[config.mk]
export PLATFORM = sky130hd
export DESIGN_NAME = mta_fifo
export DESIGN_NICKNAME = d
export VERILOG_FILES = /design/src/sv/assert_macros.svh /design/src/sv/mta_pkg.sv /design/src/sv/mta_fifo.sv
export SDC_FILE = /design/constraint.sdc
export NUM_CORES = 1
export LEC_CHECK = 0
export ABC_AREA = 1
export BUFFER_PORTS_ARGS = -buffer_cell sky130_fd_sc_hd__buf_2
export CORE_MARGIN = 4
export CORE_UTILIZATION = 53
export CTS_CLUSTER_DIAMETER = 120
export DETAILED_ROUTE_END_ITERATION = 6
export GPL_TIMING_DRIVEN = 0
export PLACE_DENSITY = 0.81
export RECOVER_POWER = 25
export SETUP_SLACK_MARGIN = 0.2
export SYNTH_ARGS = -nofsm -noshare
export SYNTH_HDL_FRONTEND = slang
export SYNTH_SLANG_ARGS = --single-unit
[constraint.sdc]
create_clock -name clk -period 3.4 [get_ports clk]
set_clock_uncertainty 0.15 [all_clocks]
set_input_delay 0.68 -clock clk [delete_from_list [all_inputs] [get_ports clk]]
set_output_delay 0.68 -clock clk [all_outputs]
set_load 0.01 [all_outputs]
[src/sv/assert_macros.svh]
// Assertion macros shared by the files that check their own logic
`ifndef ASSERT_MACROS_SVH
`define ASSERT_MACROS_SVH

// check a property on every rising edge of clk outside reset
`define ASSERT_CLK(label, prop, msg) \
    label: assert property (@(posedge clk) disable iff (!rst_n) prop) else $error(msg);

// check that a condition never holds on a rising edge of clk outside reset
`define ASSERT_NEVER(label, expr, msg) \
    label: assert property (@(posedge clk) disable iff (!rst_n) !(expr)) else $error(msg);

`endif

[src/sv/mta_pkg.sv]
// Shared types, widths, register codes and reset values of the motion trail accumulator
package mta_pkg;

    localparam int FRAME_WIDTH_DEF  = 640;
    localparam int FRAME_HEIGHT_DEF = 480;

    localparam int PIX_W      = 8;
    localparam int IDX_W      = 19;
    localparam int GAIN_W     = 13;
    localparam int CFG_IDX_W  = 2;
    localparam int CFG_DATA_W = 13;

    localparam int GAIN_SHIFT = 12;
    localparam int DIFF_W     = PIX_W + 1;
    localparam int PROD_W     = 22;
    localparam int SUM_W      = 23;
    localparam int PIX_MAX    = 255;

    localparam int QUEUE_DEPTH  = 2;
    localparam int RESULT_DEPTH = 2;

    localparam logic [CFG_IDX_W-1:0] REG_MOVE_THRESHOLD    = 2'd0;
    localparam logic [CFG_IDX_W-1:0] REG_FLICKER_THRESHOLD = 2'd1;
    localparam logic [CFG_IDX_W-1:0] REG_BRIGHTEN_GAIN     = 2'd2;
    localparam logic [CFG_IDX_W-1:0] REG_DARKEN_GAIN       = 2'd3;

    localparam logic [PIX_W-1:0]  MOVE_THRESHOLD_RST    = 8'd0;
    localparam logic [PIX_W-1:0]  FLICKER_THRESHOLD_RST = 8'd0;
    localparam logic [GAIN_W-1:0] BRIGHTEN_GAIN_RST     = 13'd410;
    localparam logic [GAIN_W-1:0] DARKEN_GAIN_RST       = 13'd328;

    localparam logic ACT_LOAD    = 1'b0;
    localparam logic ACT_PROCESS = 1'b1;

    typedef struct packed {
        logic [PIX_W-1:0]  move_threshold;
        logic [PIX_W-1:0]  flicker_threshold;
        logic [GAIN_W-1:0] brighten_gain;
        logic [GAIN_W-1:0] darken_gain;
    } cfg_t;

    typedef struct packed {
        logic             action;
        logic             in_range;
        logic             motion;
        logic [IDX_W-1:0] idx;
        logic [PIX_W-1:0] src;
        logic [PIX_W-1:0] bg;
    } item_t;

    typedef struct packed {
        logic [PIX_W-1:0] pixel;
        logic             motion;
        logic [IDX_W-1:0] idx;
    } result_t;

endpackage

[src/sv/mta_fifo.sv]
// Small register queue with push/full and pop/empty sides
module mta_fifo import mta_pkg::*;
#(
    parameter int WIDTH = 8,
    parameter int DEPTH = QUEUE_DEPTH
)
(
    input  logic             clk,
    input  logic             rst_n,
    input  logic             push,
    input  logic [WIDTH-1:0] wdata,
    output logic             full,
    input  logic             pop,
    output logic [WIDTH-1:0] rdata,
    output logic             empty
);

    localparam int PW = (DEPTH > 1) ? $clog2(DEPTH) : 1;
    localparam int CW = $clog2(DEPTH + 1);

    logic [WIDTH-1:0] slot_reg [DEPTH];
    logic [PW-1:0]    wr_ptr_reg, wr_ptr_next;
    logic [PW-1:0]    rd_ptr_reg, rd_ptr_next;
    logic [CW-1:0]    count_reg, count_next;
    logic             push_ok;
    logic             pop_ok;

    always_comb
    begin
        full    = (count_reg == CW'(DEPTH));
        empty   = (count_reg == '0);
        push_ok = push && !full;
        pop_ok  = pop && !empty;
        rdata   = slot_reg[rd_ptr_reg];

        wr_ptr_next = wr_ptr_reg;
        rd_ptr_next = rd_ptr_reg;
        count_next  = count_reg;
        if (push_ok)
        begin
            wr_ptr_next = (wr_ptr_reg == PW'(DEPTH - 1)) ? '0 : wr_ptr_reg + 1'b1;
        end
        if (pop_ok)
        begin
            rd_ptr_next = (rd_ptr_reg == PW'(DEPTH - 1)) ? '0 : rd_ptr_reg + 1'b1;
        end
        if (push_ok && !pop_ok)
        begin
            count_next = count_reg + 1'b1;
        end
        else if (pop_ok && !push_ok)
        begin
            count_next = count_reg - 1'b1;
        end
    end

    always_ff @(posedge clk or negedge rst_n)
    begin
        if (!rst_n)
        begin
            wr_ptr_reg <= '0;
            rd_ptr_reg <= '0;
            count_reg  <= '0;
        end
        else
        begin
            wr_ptr_reg <= wr_ptr_next;
            rd_ptr_reg <= rd_ptr_next;
            count_reg  <= count_next;
        end
    end

    always_ff @(posedge clk)
    begin
        if (push_ok)
        begin
            slot_reg[wr_ptr_reg] <= wdata;
        end
    end

endmodule

==> key figures <==
Status
  – Result of the run: completed

Drt
  – Count of antenna-violating nets left after detailed routing: 0
  – Via density per instance: 4.894
  – Number of vias after detailed routing: 553
  – Initial drt markers: 5
  – Sum of routed wire length over all layers: 1447 um
  – Number of DRC violations after detailed routing: 0
  – Detail-routed net length per standard cell: 12.81 um
  – Detailed-router iteration count before antenna repair: 4

Floorplanning
  – Floorplan row count: 13
  – Die Footprint: 0.002217 mm2
  – Initial Utilization: 0.5925
  – Height of the die: 47.08 um
  – Core area: 0.001366 mm2
  – Horizontal extent of the die: 47.08 um
  – Boundary Pins: 22

Placement
  – Global placement routability congestion: 0.6395
  – Half-perimeter wire length after placement: 1080 um
  – Port-buffer cells: 21

Timing
  – Highest clock frequency the design can meet: 484.4 MHz
  – Relative slew margins: 0.5637
  – RSZ-0062 raised after global routing: false
  – Worst Max-Slew Pin Slew: 0.6520 ns
  – Final Hold Fails: 0
  – Shortest clock period the worst path allows after layout: 2.065 ns
  – Final Max Slew Viols: 0
  – Final period utilization: 0.6072
  – Final setup violation count: 0
  – Total negative slack for setup checks: 0 ns

Global route
  – Antenna violations before repair: 0
  – Vias in the first global route: 553
  – All-layer global routing usage: 0.1606
  – Total gr overflow: 0
  – Maximum number of pins on one net before global-route repair: 13
  – First-pass GRT wire length: 2339 um

CTS
  – Buffers inserted by post-CTS timing repair: 0
  – Clk buf depth: 2
  – Clock sink count: 20
  – Post-cts sizing count: 0
  – CTS tree: built
  – Clock Latency Late Sink: 0.30 ns
  – Cell at the root of the clock tree: sky130_fd_sc_hd__clkbuf_4
  – CTS H-tree lvls: 1
  – Hold-fix buffers at CTS: 0
  – Number of CTS-inserted buffers: 3
  – Clock-pin slew of the registers on the worst-case setup and hold paths: 0.11 ns

Synth
  – Flop and latch count out of synthesis: 20
  – Number of warnings issued by yosys: 0
  – Synth Instances: 73
  – Syn Std Cell Area: 809.5 um2
  – Netlist cell types: 14
  – Mean post-synth cell area: 11.09 um2
  – Nets in the synthesized netlist: 86
  – Fraction of the yosys area taken by sequential cells: 0.7172

Worst setup path
  – Data arrival time of the critical path: 1.23 ns
  – Number of buffers and inverters on the critical path: 3
  – Ordered cell list for the critical path: buf_2 > inv_2 > nand2_1 > nand2_1 > buf_2
  – WS Path Type: reg2out
  – Required time reported for the critical path endpoint: 2.57 ns
  – Max stage delay on crit path: 0.37 ns
  – Worst Path Max Fanout: 10
  – Critical path endpoint category: output pin
  – Setup slack of the worst register-to-register path: 1.71 ns
  – Delay-heaviest family, CP: buffers and inverters
  – Cell type of the slowest stage on the worst timing path: sky130_fd_sc_hd__dfrtp_1
  – Startpoint type of the worst setup path: register

Final layout
  – NumNets Final: 112
  – Fraction of layout instances using a drive strength above 1: 0.2755
  – Most common cell after layout, fill and taps aside: sky130_fd_sc_hd__nand2_1
  – Number of inserted diodes: 0
  – Number of filler cells placed in the layout: 95
  – Relative area change from synthesis to final layout: 21.48%
  – Commonest cells after routing, fill and taps aside: sky130_fd_sc_hd__nand2_1 (33), sky130_fd_sc_hd__buf_2 (20), sky130_fd_sc_hd__edfxtp_1 (16), sky130_fd_sc_hd__inv_1 (7), sky130_fd_sc_hd__dfrtp_1 (4)
  – Number of flip-flops under the largest register name: 16

Power
  – Post-layout total power: 872.9 uW
  – Largest voltage drop on the vdd net: 0.5637 mV
  – Leakage power: 0.0004713 uW
  – Power density over cell area: 887.6 mW/mm2

Min path
  – Class of the tightest hold or removal check: in2async

Run
  – Max-cap check violation count: 0
[Yosys cell counts, drive strengths merged]
cell type	count	share of area
edfxtp	16	0.59
dfrtp	4	0.12
nand3b	1	0.0093
inv	8	0.037
nor2	4	0.025
nand4	1	0.0077
nand3	1	0.0062
ha	1	0.015
buf	1	0.0062
o21ai	2	0.012
nand2	33	0.15
xnor2	1	0.011
[worst paths after layout]
path,startpoint,to,depth (start not counted)
max,rd_ptr_reg,rdata[6],5
max reg2reg,count_reg[0],slot_reg[1][0],2
max in group asynchronous,rst_n,rd_ptr_reg,1
min,rst_n,count_reg[0],1
min in group clk,wr_ptr_reg,wr_ptr_reg,2
min reg2reg,wr_ptr_reg,wr_ptr_reg,2
[kinds of logic (layout without fill, tap and decap cells)]
logic type / count (synthesis) / after routing / share of synthesized area
simple gates: 40 / 40 / 0.2009
fa+ha+maj: 1 / 1 / 0.01545
xor+xnor: 1 / 1 / 0.01082
flops: 20 / 20 / 0.7172
compound gates: 2 / 2 / 0.01237
buf+inv: 9 / 34 / 0.04327
[per-stage QoR]
| stage | instances | hold slack, ns | cell area (um2) | setup slack (ns) | utilization |
|---|---|---|---|---|---|
| final | 113 | 0.04755 | 983.4 | 1.335 | 0.7198 |
| after global routing | 113 | 0.05543 | 983.4 | 1.202 | 0.7198 |
| after CTS | 113 | 0.009345 | 985.9 | 1.321 | 0.7216 |
| after detailed placement | 109 | 0.3390 | 933.4 | 1.484 | 0.6832 |
| after global placement | 109 | 0.3141 | 933.4 | 1.480 | 0.6832 |
| after floorplan | 73 | 0.2344 | 809.5 | 1.730 | - |
[layer usage]
layer	track usage	wire length [um]	part of all wire
met1	0.1802	569	0.39
met2	0.2927	752	0.52
met4	0.08287	15	0.010
met5	0	0	0
met3	0.02299	108	0.075
[power breakdown]
group          internal [uW]  leakage (uW)  switching (uW)
logic                    113      0.000247             197
registers                340      0.000197            34.1
clock network            119     0.0000279            69.5
total                    572      0.000471             301
[cell type report]
cell class	count	area [um2]	area share
sequential	20	580.6	0.5903
buffer	1	5.005	0.005089
clock inverter	1	30.03	0.03053
multi-input combinational	44	193.9	0.1972
clock buffer	3	22.52	0.02290
inverter	8	30.03	0.03053
tap	15	18.77	0.01908
timing repair buffer	21	102.6	0.1043
[worst register-to-register path, stage by stage (launching register included)]
cell and delay (ns):
sky130_fd_sc_hd__dfrtp_1 0.50, sky130_fd_sc_hd__o21ai_0 0.16, sky130_fd_sc_hd__nor2_1 0.52
Power figures use the tool's default switching activity.
