## config.mk

```make
export PLATFORM = sky130hd
export DESIGN_NAME = mta_front
export DESIGN_NICKNAME = d
export VERILOG_FILES = /design/src/sv/assert_macros.svh /design/src/sv/mta_pkg.sv /design/src/sv/mta_front.sv
export SDC_FILE = /design/constraint.sdc
export NUM_CORES = 1
export LEC_CHECK = 0
export ABC_AREA = 1
export BUFFER_PORTS_ARGS = -buffer_cell sky130_fd_sc_hd__buf_2
export CAP_MARGIN = 20
export CORE_ASPECT_RATIO = 2
export CORE_MARGIN = 5
export CORE_UTILIZATION = 46
export DETAILED_ROUTE_END_ITERATION = 10
export PLACE_DENSITY = 0.9
export SLEW_MARGIN = 15
export SYNTH_ARGS = -nofsm -noshare
export SYNTH_HDL_FRONTEND = slang
export SYNTH_SLANG_ARGS = --single-unit
```

## constraint.sdc

```tcl
create_clock -name vclk -period 9.9
set_input_delay 1.98 -clock vclk [all_inputs]
set_output_delay 1.98 -clock vclk [all_outputs]
set_load 0.05 [all_outputs]
```

## src/sv/assert_macros.svh

```systemverilog
// Assertion macros shared by the files that check their own logic
`ifndef ASSERT_MACROS_SVH
`define ASSERT_MACROS_SVH

// check a property on every rising edge of clk outside reset
`define ASSERT_CLK(label, prop, msg) \
    label: assert property (@(posedge clk) disable iff (!rst_n) prop) else $error(msg);

// check that a condition never holds on a rising edge of clk outside reset
`define ASSERT_NEVER(label, expr, msg) \
    label: assert property (@(posedge clk) disable iff (!rst_n) !(expr)) else $error(msg);

`endif

```

## src/sv/mta_pkg.sv

```systemverilog
// Shared types, widths, register codes and reset values of the motion trail accumulator
package mta_pkg;

    localparam int FRAME_WIDTH_DEF  = 640;
    localparam int FRAME_HEIGHT_DEF = 480;

    localparam int PIX_W      = 8;
    localparam int IDX_W      = 19;
    localparam int GAIN_W     = 13;
    localparam int CFG_IDX_W  = 2;
    localparam int CFG_DATA_W = 13;

    localparam int GAIN_SHIFT = 12;
    localparam int DIFF_W     = PIX_W + 1;
    localparam int PROD_W     = 22;
    localparam int SUM_W      = 23;
    localparam int PIX_MAX    = 255;

    localparam int QUEUE_DEPTH  = 2;
    localparam int RESULT_DEPTH = 2;

    localparam logic [CFG_IDX_W-1:0] REG_MOVE_THRESHOLD    = 2'd0;
    localparam logic [CFG_IDX_W-1:0] REG_FLICKER_THRESHOLD = 2'd1;
    localparam logic [CFG_IDX_W-1:0] REG_BRIGHTEN_GAIN     = 2'd2;
    localparam logic [CFG_IDX_W-1:0] REG_DARKEN_GAIN       = 2'd3;

    localparam logic [PIX_W-1:0]  MOVE_THRESHOLD_RST    = 8'd0;
    localparam logic [PIX_W-1:0]  FLICKER_THRESHOLD_RST = 8'd0;
    localparam logic [GAIN_W-1:0] BRIGHTEN_GAIN_RST     = 13'd410;
    localparam logic [GAIN_W-1:0] DARKEN_GAIN_RST       = 13'd328;

    localparam logic ACT_LOAD    = 1'b0;
    localparam logic ACT_PROCESS = 1'b1;

    typedef struct packed {
        logic [PIX_W-1:0]  move_threshold;
        logic [PIX_W-1:0]  flicker_threshold;
        logic [GAIN_W-1:0] brighten_gain;
        logic [GAIN_W-1:0] darken_gain;
    } cfg_t;

    typedef struct packed {
        logic             action;
        logic             in_range;
        logic             motion;
        logic [IDX_W-1:0] idx;
        logic [PIX_W-1:0] src;
        logic [PIX_W-1:0] bg;
    } item_t;

    typedef struct packed {
        logic [PIX_W-1:0] pixel;
        logic             motion;
        logic [IDX_W-1:0] idx;
    } result_t;

endpackage

```

## src/sv/mta_front.sv

```systemverilog
// Front end: accept input words and classify them for the back end
module mta_front import mta_pkg::*;
#(
    parameter int STORE_DEPTH = FRAME_WIDTH_DEF * FRAME_HEIGHT_DEF
)
(
    input  cfg_t             cfg,
    input  logic             push,
    input  logic             action,
    input  logic [IDX_W-1:0] pixel_index,
    input  logic [PIX_W-1:0] source_pixel,
    input  logic [PIX_W-1:0] background_pixel,
    input  logic             q_full,
    output logic             q_push,
    output item_t            q_item
);

    logic [PIX_W-1:0] abs_diff;

    always_comb
    begin
        abs_diff = (source_pixel > background_pixel) ? source_pixel - background_pixel
                                                     : background_pixel - source_pixel;
        q_item.action   = action;
        q_item.in_range = (32'(pixel_index) < 32'(STORE_DEPTH));
        q_item.motion   = (action == ACT_PROCESS) && (abs_diff > cfg.move_threshold)
                          && (source_pixel > cfg.flicker_threshold);
        q_item.idx      = pixel_index;
        q_item.src      = source_pixel;
        q_item.bg       = background_pixel;
        q_push          = push && !q_full;
    end

endmodule

```

==> results of run 1 <==
-- through the flow --
step                        util  hold WS, ns  std cells
after floorplan                -        4.127        273
after global placement    0.5041        3.960        335
after detailed placement  0.5041        3.960        335
after CTS                 0.5041        3.960        335
after global routing      0.5041        3.960        335
final                     0.5041        3.960        335
-- how the worst max path moves through the flow --
stage	start	cells past startpoint	slack, ns	endpoint
after floorplan	source_pixel[0]	19	3.45	q_item[35]
after global placement	source_pixel[0]	21	3.27	q_item[35]
after detailed placement	source_pixel[0]	21	3.25	q_item[35]
after CTS	source_pixel[0]	21	3.25	q_item[35]
after global routing	source_pixel[0]	21	3.03	q_item[35]
final	source_pixel[0]	21	3.28	q_item[35]
-- cell type report --
class                           count  share of cell area
Inverter                           65              0.1462
Timing Repair Buffer               69              0.2028
Tap cell                           32             0.02351
Multi-Input combinational cell    169              0.6275
-- metal layers --
layer | vias to the layer above | global-route usage
met4 | 0 | 0.09847
met5 | - | 0
li1 | 859 | -
met3 | 29 | 0.01116
met1 | 735 | 0.1239
met2 | 73 | 0.3202
-- kinds of logic (layout without fill, tap and decap cells) --
group,count (synthesis),after routing
xor gates and xnor gates,5,5
adders and majority gates,33,33
and+or+nand+nor,111,111
buffers and inverters,104,134
AOI/OAI and AO/OA,20,20
-- report_power, final --
part / switching (mW) / leakage, nW / internal [mW]
Sequential: 0 / 0 / 0
Clock: 0 / 0 / 0
Combinational: 0.0775 / 1.19 / 0.0409
-- layout by cell type, fill, tap and decap left out --
cell type,instances
o31ai_1,1
nand4_2,1
inv_1,64
inv_6,1
a21oi_1,13
nand2_4,1
o21ai_0,4
or2_2,1
nor2_1,10
nand2_2,5
fa_1,2
buf_2,69
xnor2_1,1
nor2_4,1
nand2_1,70
o21ai_1,2
ha_1,31
nand4_1,5
nand3_1,14
nor3_1,2
xor2_1,4
nand3_2,1
==> flow_metrics.tcl, run 1 <==
set metrics [dict create \
    wl_met1_um 1204 \
    synth_top_family_by_area "buffers and inverters" \
    synth-xor-area-share 0.02724 \
    grt_max_degree 11 \
    setup_tns_ns 0 \
    gp_congestion 0.8669 \
    path_cells "buf_2, inv_1, ha_1, inv_1, fa_1, nand3_1, nand3_2, nand2_1, nand2_2, nand2_4, nand3_1, nand2_1, inv_1, ha_1, a21oi_1, nor2_1, nor3_1, nand2_1, nand2_1, nor2_1, buf_2" \
    crit_arrival_ns 4.64 \
    cpLargestDelayFamily "simple AND/OR/NAND/NOR gates" \
    antennaDiodeCount 0 \
    fin_crit_sh 0.6687 \
    wl_met3_um 236 \
    hold_path.class "input pin to output port" \
    post_cts_resized 0 \
    synthSimpleGateAreaFrac 0.3074 \
    grt_pass1_wl_um 5954 \
    fmax_ghz 0.1511 \
    ir_worst_vdd_mv 0.03521 \
    tightestPinTransition_ns 0.2910 \
    critical_path_class "input pin to output port" \
    grtUsageTotal 0.1534 \
    synthMostInstantiatedCell "nand2_1" \
    grt_pass1_vias 1567 \
    status "finished clean" \
    required_ns 7.92 \
    synthesis.area_sq_um 1608 \
    avgRoutedWirePerCell_um 11.13 \
    finalCriticalPeriod_ns 6.620 \
    hold-path-endpoint "q_item[17]" \
    synth_cell_types 23 \
    worstPathMaxFanout 7 \
    hold-path-cell-count 0 \
    final_nets 418 \
    multi_input_area_sq_um 1069 \
    synth_top_cell_area_share 0.2412 \
    start_util 0.4759 \
    setup_viol 0 \
    dpl.hpwl_um 3418 \
    synth_top_cell_by_area "ha_1" \
    pre_cts_ws_ns 3.251 \
    postPlaceCellArea_sq_um 1703 \
    final_area_sq_um 1703 \
    avgViaCountPerCell 5.063 \
    finalHoldViolCount 0 \
    slowest_delay_ns 0.44 \
    max_slew_margin 0.8045 \
    totalWireLength_um 3729 \
    ios 119 \
    pwr_density_cell_nw_per_um2 69.55 \
    routed-via-count 1696 \
    seq_area_sq_um 0 \
    antenna_found_initial 0 \
    synth_common_cells "nand2_1, inv_1, buf_4, ha_1, nand3_1" \
    critical_path_buf_inv_count 5 \
    top_layer_used "met4" \
    core_sq_um 3378 \
    synth_top_cells_by_area "ha_1, buf_4, nand2_1" \
    n_fill_cell 366 \
    wl_met2_um 2055 \
    ys_seq_area_frac 0 \
    final_antenna_net_count 0 \
    syn_nets 386 \
    dr.first_iter.drc_count 30 \
    grt_overflow 0 \
    cap_violations 0 \
    cts_setup_buffers 0 \
    die_x_um 51.81 \
    synth_cells 273 \
    slew_viol_final 0 \
    total_power_mw 0.1184 \
    synth-compound-area-share 0.06381 \
    min-delay-start "pixel_index[1]" \
    yosysWarnings 0 \
    rsz0062_at_grt "false" \
    syn2layout_area_growth_pct 5.914 \
    seq_cells 0 \
    drt_pass1_iterations 5 \
    drive_above_1_share 0.2640 \
    drc 0 \
    synth_fa_ha_area_frac 0.2661 \
    syn_avg_cell_area_sq_um 5.889 \
    dieArea_sq_um 4849 \
    port_buffers 69 \
    leakagePower_nw 1.186 \
    nClkBuffers 0 \
    synthMuxAreaShare 0 \
    start_kind "input pin" \
    setup_ws_ns 3.280 \
    crit_top_cell "nand2_1" \
    worst_setup_path_end_kind "output port" \
    hold_buffers 0 \
    cp_slowest_cell "fa_1" \
    die_y_um 93.61 \
    rows 30 \
]
No activity file was read; power rests on OpenSTA's default activity.
==> run 2, diff against run 1 <==
CORE_UTILIZATION = 43   (was 46)
PLACE_DENSITY = 0.85   (was 0.9)
clock period = 6.2 ns   (was 9.9 ns; I/O delays follow)
==> run 2 against run 1 <==
Count of clock-buffer cells in the layout stayed put. Via count shrank 6.4%. Flip-flop and latch count unchanged. Highest routed layer unchanged. Critical endpoint unchanged. Routed wire length down 3.1%.
==> flow_metrics.tcl, run 2 (same netlist as run 1, synthesis figures left out) <==
set metrics [dict create \
    status "finished clean" \
    rsz0062_at_grt "false" \
    avgRoutedWirePerCell_um 10.27 \
    routed-via-count 1588 \
    crit_arrival_ns 3.82 \
    layout_common_cells "nand2_1, buf_2, inv_1" \
    final_area_sq_um 1724 \
    start_util 0.4457 \
    worst_setup_path_end_kind "output port" \
    pwr_density_cell_nw_per_um2 108.9 \
    gp_congestion 0.8076 \
    totalWireLength_um 3615 \
    grt_pass1_wl_um 6009 \
    grtUsageTotal 0.1459 \
    start_kind "input pin" \
    cap_violations 0 \
    core_sq_um 3607 \
    fmax_ghz 0.1976 \
    grt_max_degree 11 \
    grt_overflow 0 \
    mostFrequentLayoutCell "nand2_1" \
    critical_path_class "input pin to output port" \
    hold_path.class "input pin to output port" \
    post_cts_resized 0 \
    n_fill_cell 403 \
    dieArea_sq_um 5136 \
    hold_buffers 0 \
    setup_ws_ns 1.140 \
    grt_pass1_vias 1578 \
    required_ns 4.96 \
    postPlaceCellArea_sq_um 1724 \
    leakagePower_nw 1.186 \
    rows 31 \
    fin_crit_sh 0.8161 \
    die_y_um 96.48 \
    antennaDiodeCount 0 \
    pre_cts_ws_ns 1.118 \
    cts_setup_buffers 0 \
    ir_worst_vdd_mv 0.05253 \
    worstPathMaxFanout 7 \
    drc 0 \
    setup_viol 0 \
    finalCriticalPeriod_ns 5.060 \
    syn2layout_area_growth_pct 7.237 \
    avgViaCountPerCell 4.511 \
    final_nets 418 \
    nClkBuffers 0 \
    finalHoldViolCount 0 \
    dr.first_iter.drc_count 20 \
    drive_above_1_share 0.2640 \
    seq_area_sq_um 0 \
    dpl.hpwl_um 3300 \
    drt_pass1_iterations 4 \
    setup_tns_ns 0 \
    max_slew_margin 0.8103 \
    antenna_found_initial 0 \
    final_antenna_net_count 0 \
    hold-path-cell-count 0 \
    port_buffers 69 \
    die_x_um 53.24 \
    tightestPinTransition_ns 0.2846 \
    seq_cells 0 \
    slew_viol_final 0 \
    ios 119 \
]
run 2: final cells by class:
type | instances | area [sq um] | area share
Inverter | 65 | 249.0 | 0.1444
Multi-Input combinational cell | 169 | 1069 | 0.6197
Tap cell | 49 | 61.31 | 0.03556
Timing Repair Buffer | 69 | 345.3 | 0.2003
run 2: per-layer routing:
metal | track usage | routed length (um) | vias to the layer above
li1 | - | - | 855
met1 | 0.1431 | 1243 | 681
met2 | 0.3186 | 2105 | 48
met3 | 0.007680 | 254 | 4
met4 | 0.01066 | 11 | 0
met5 | 0 | 0 | -
run 2: where the power goes:
group / internal [mW] / switching, mW / total (mW)
Combinational: 0.0652 / 0.123 / 0.188
Sequential: 0 / 0 / 0
Clock: 0 / 0 / 0
Total: 0.0652 / 0.123 / 0.188
run 2: worst paths after layout:
kind                     end             from  slack [ns]
hold / removal    q_item[16]   pixel_index[0]        2.48
setup / recovery  q_item[35]  source_pixel[0]        1.14
run 2: metrics by stage:
stage	hold slack, ns	utilization	cells	total power [mW]
after floorplan	2.647	-	273	0.1733
after global placement	2.480	0.4780	352	0.1848
after detailed placement	2.480	0.4780	352	0.1892
after CTS	2.480	0.4780	352	0.1899
after global routing	2.480	0.4780	352	0.2155
final	2.480	0.4780	352	0.1877
run 2: critical path: stages:
cell and delay [ns]:
buf_2 0.11, inv_1 0.07, ha_1 0.14, inv_1 0.08, fa_1 0.44, nand3_1 0.13, nand3_2 0.09, nand2_1 0.08
nand2_2 0.06, nand2_4 0.13, nand3_1 0.08, nand2_1 0.08, inv_1 0.04, ha_1 0.28, a21oi_1 0.15, nor2_1 0.05
nor3_1 0.17, nand2_1 0.08, nand2_1 0.08, nor2_1 0.04, buf_2 0.20
==> run 3, diff against run 2 <==
clock period = 5.15 ns   (was 6.2 ns; I/O delays follow)
==> run 3 against run 2 <==
Core utilization unchanged. Final cell count unchanged. Via count grew 2.6%. Cell area stayed put. Die area is the same. Critical path type unchanged. Largest power group unchanged.
==> flow_metrics.tcl, run 3 (same netlist as run 1, synthesis figures left out) <==
set metrics [dict create \
    status "finished clean" \
    p_int_mw 0.07849 \
    setup_viol 0 \
    die_x_um 53.24 \
    ir_worst_vdd_mv 0.06239 \
    dieArea_sq_um 5136 \
    fin_crit_sh 0.9036 \
    pwr-share-seq 0 \
    max_slew_margin 0.8007 \
    worstPathMaxFanout 7 \
    critical_path_class "input pin to output port" \
    final_nets 418 \
    layout_common_cells "nand2_1, buf_2, inv_1" \
    die_y_um 96.48 \
    start_kind "input pin" \
    dr.first_iter.drc_count 16 \
    pwr_density_cell_nw_per_um2 131.3 \
    hold_path.class "input pin to output port" \
    drive_above_1_share 0.2640 \
    mostFrequentLayoutCell "nand2_1" \
    core_sq_um 3607 \
    hold_buffers 0 \
    routed-via-count 1630 \
    fmax_ghz 0.2149 \
    port_buffers 69 \
    required_ns 4.12 \
    antenna_found_initial 0 \
    start_util 0.4457 \
    post_cts_resized 0 \
    setup_tns_ns 0 \
    grt_overflow 0 \
    tightestPinTransition_ns 0.2989 \
    avgRoutedWirePerCell_um 10.32 \
    fin_hold_ws_ns 2.060 \
    seq_cells 0 \
    avgViaCountPerCell 4.631 \
    syn2layout_area_growth_pct 7.237 \
    nClkBuffers 0 \
    power.clock.fraction 0 \
    rsz0062_at_grt "false" \
    dpl.hpwl_um 3335 \
    worst_setup_path_end_kind "output port" \
    grt_pass1_wl_um 6134 \
    drc 0 \
    setup_ws_ns 0.4967 \
    pre_cts_ws_ns 0.5039 \
    seq_area_sq_um 0 \
    slew_viol_final 0 \
    drt_pass1_iterations 4 \
    grtUsageTotal 0.1480 \
    ios 119 \
    finalHoldViolCount 0 \
    gp_congestion 0.8079 \
    p_comb_frac 1.000 \
    finalCriticalPeriod_ns 4.653 \
    final_antenna_net_count 0 \
    leakagePower_nw 1.186 \
    p_sw_mw 0.1479 \
    totalWireLength_um 3632 \
    rows 31 \
    crit_arrival_ns 3.62 \
    antennaDiodeCount 0 \
    grt_max_degree 11 \
    n_fill_cell 405 \
    grt_pass1_vias 1611 \
    switching_share 0.6532 \
    cts_setup_buffers 0 \
    cap_violations 0 \
]
-- run 3: cell type report --
cell class | count | area, sq um | area share
inverters | 65 | 249.0 | 0.1444
well taps | 49 | 61.31 | 0.03556
repair buffers | 69 | 345.3 | 0.2003
multi-input cells | 169 | 1069 | 0.6197
-- run 3: final timing paths --
kind                  depth (start not counted)  slack (ns)    endpoint            start
worst min-delay path                          0        2.06  q_item[16]   pixel_index[0]
worst max-delay path                         21        0.50  q_item[35]  source_pixel[0]
-- run 3: worst max-delay path, stage by stage --
cell and delay, ns:
buf_2 0.11, inv_1 0.07, ha_1 0.14, inv_1 0.08
fa_1 0.43, nand3_1 0.13, nand3_2 0.09, nand2_1 0.08
nand2_2 0.06, nand2_4 0.12, nand3_1 0.09, nand2_1 0.07
inv_1 0.04, ha_1 0.28, a21oi_1 0.15, nor2_1 0.05
nor3_1 0.17, nand2_1 0.08, nand2_1 0.08, nor2_1 0.04
buf_2 0.20
-- run 3: power groups by stage --
| stage | combinational [mW] | sequential, mW | clock, mW |
|---|---|---|---|
| final | 0.226 | 0 | 0 |
| after global routing | 0.259 | 0 | 0 |
| after CTS | 0.229 | 0 | 0 |
| after detailed placement | 0.228 | 0 | 0 |
| after global placement | 0.222 | 0 | 0 |
| after floorplan | 0.209 | 0 | 0 |
-- run 3: metrics by stage --
step	instances	total power, mW	cell area, sq um	utilization
after floorplan	273	0.2086	1608	-
after global placement	352	0.2224	1724	0.4780
after detailed placement	352	0.2282	1724	0.4780
after CTS	352	0.2290	1724	0.4780
after global routing	352	0.2594	1724	0.4780
final	352	0.2264	1724	0.4780
-- run 3: routing by layer --
layer  vias up  global-route usage  routed length, um
met5         -                   0                  0
met4         0             0.02985                 78
met3        10            0.009217                278
met2        55              0.3197               2075
met1       711              0.1394               1200
li1        854                   -                  -
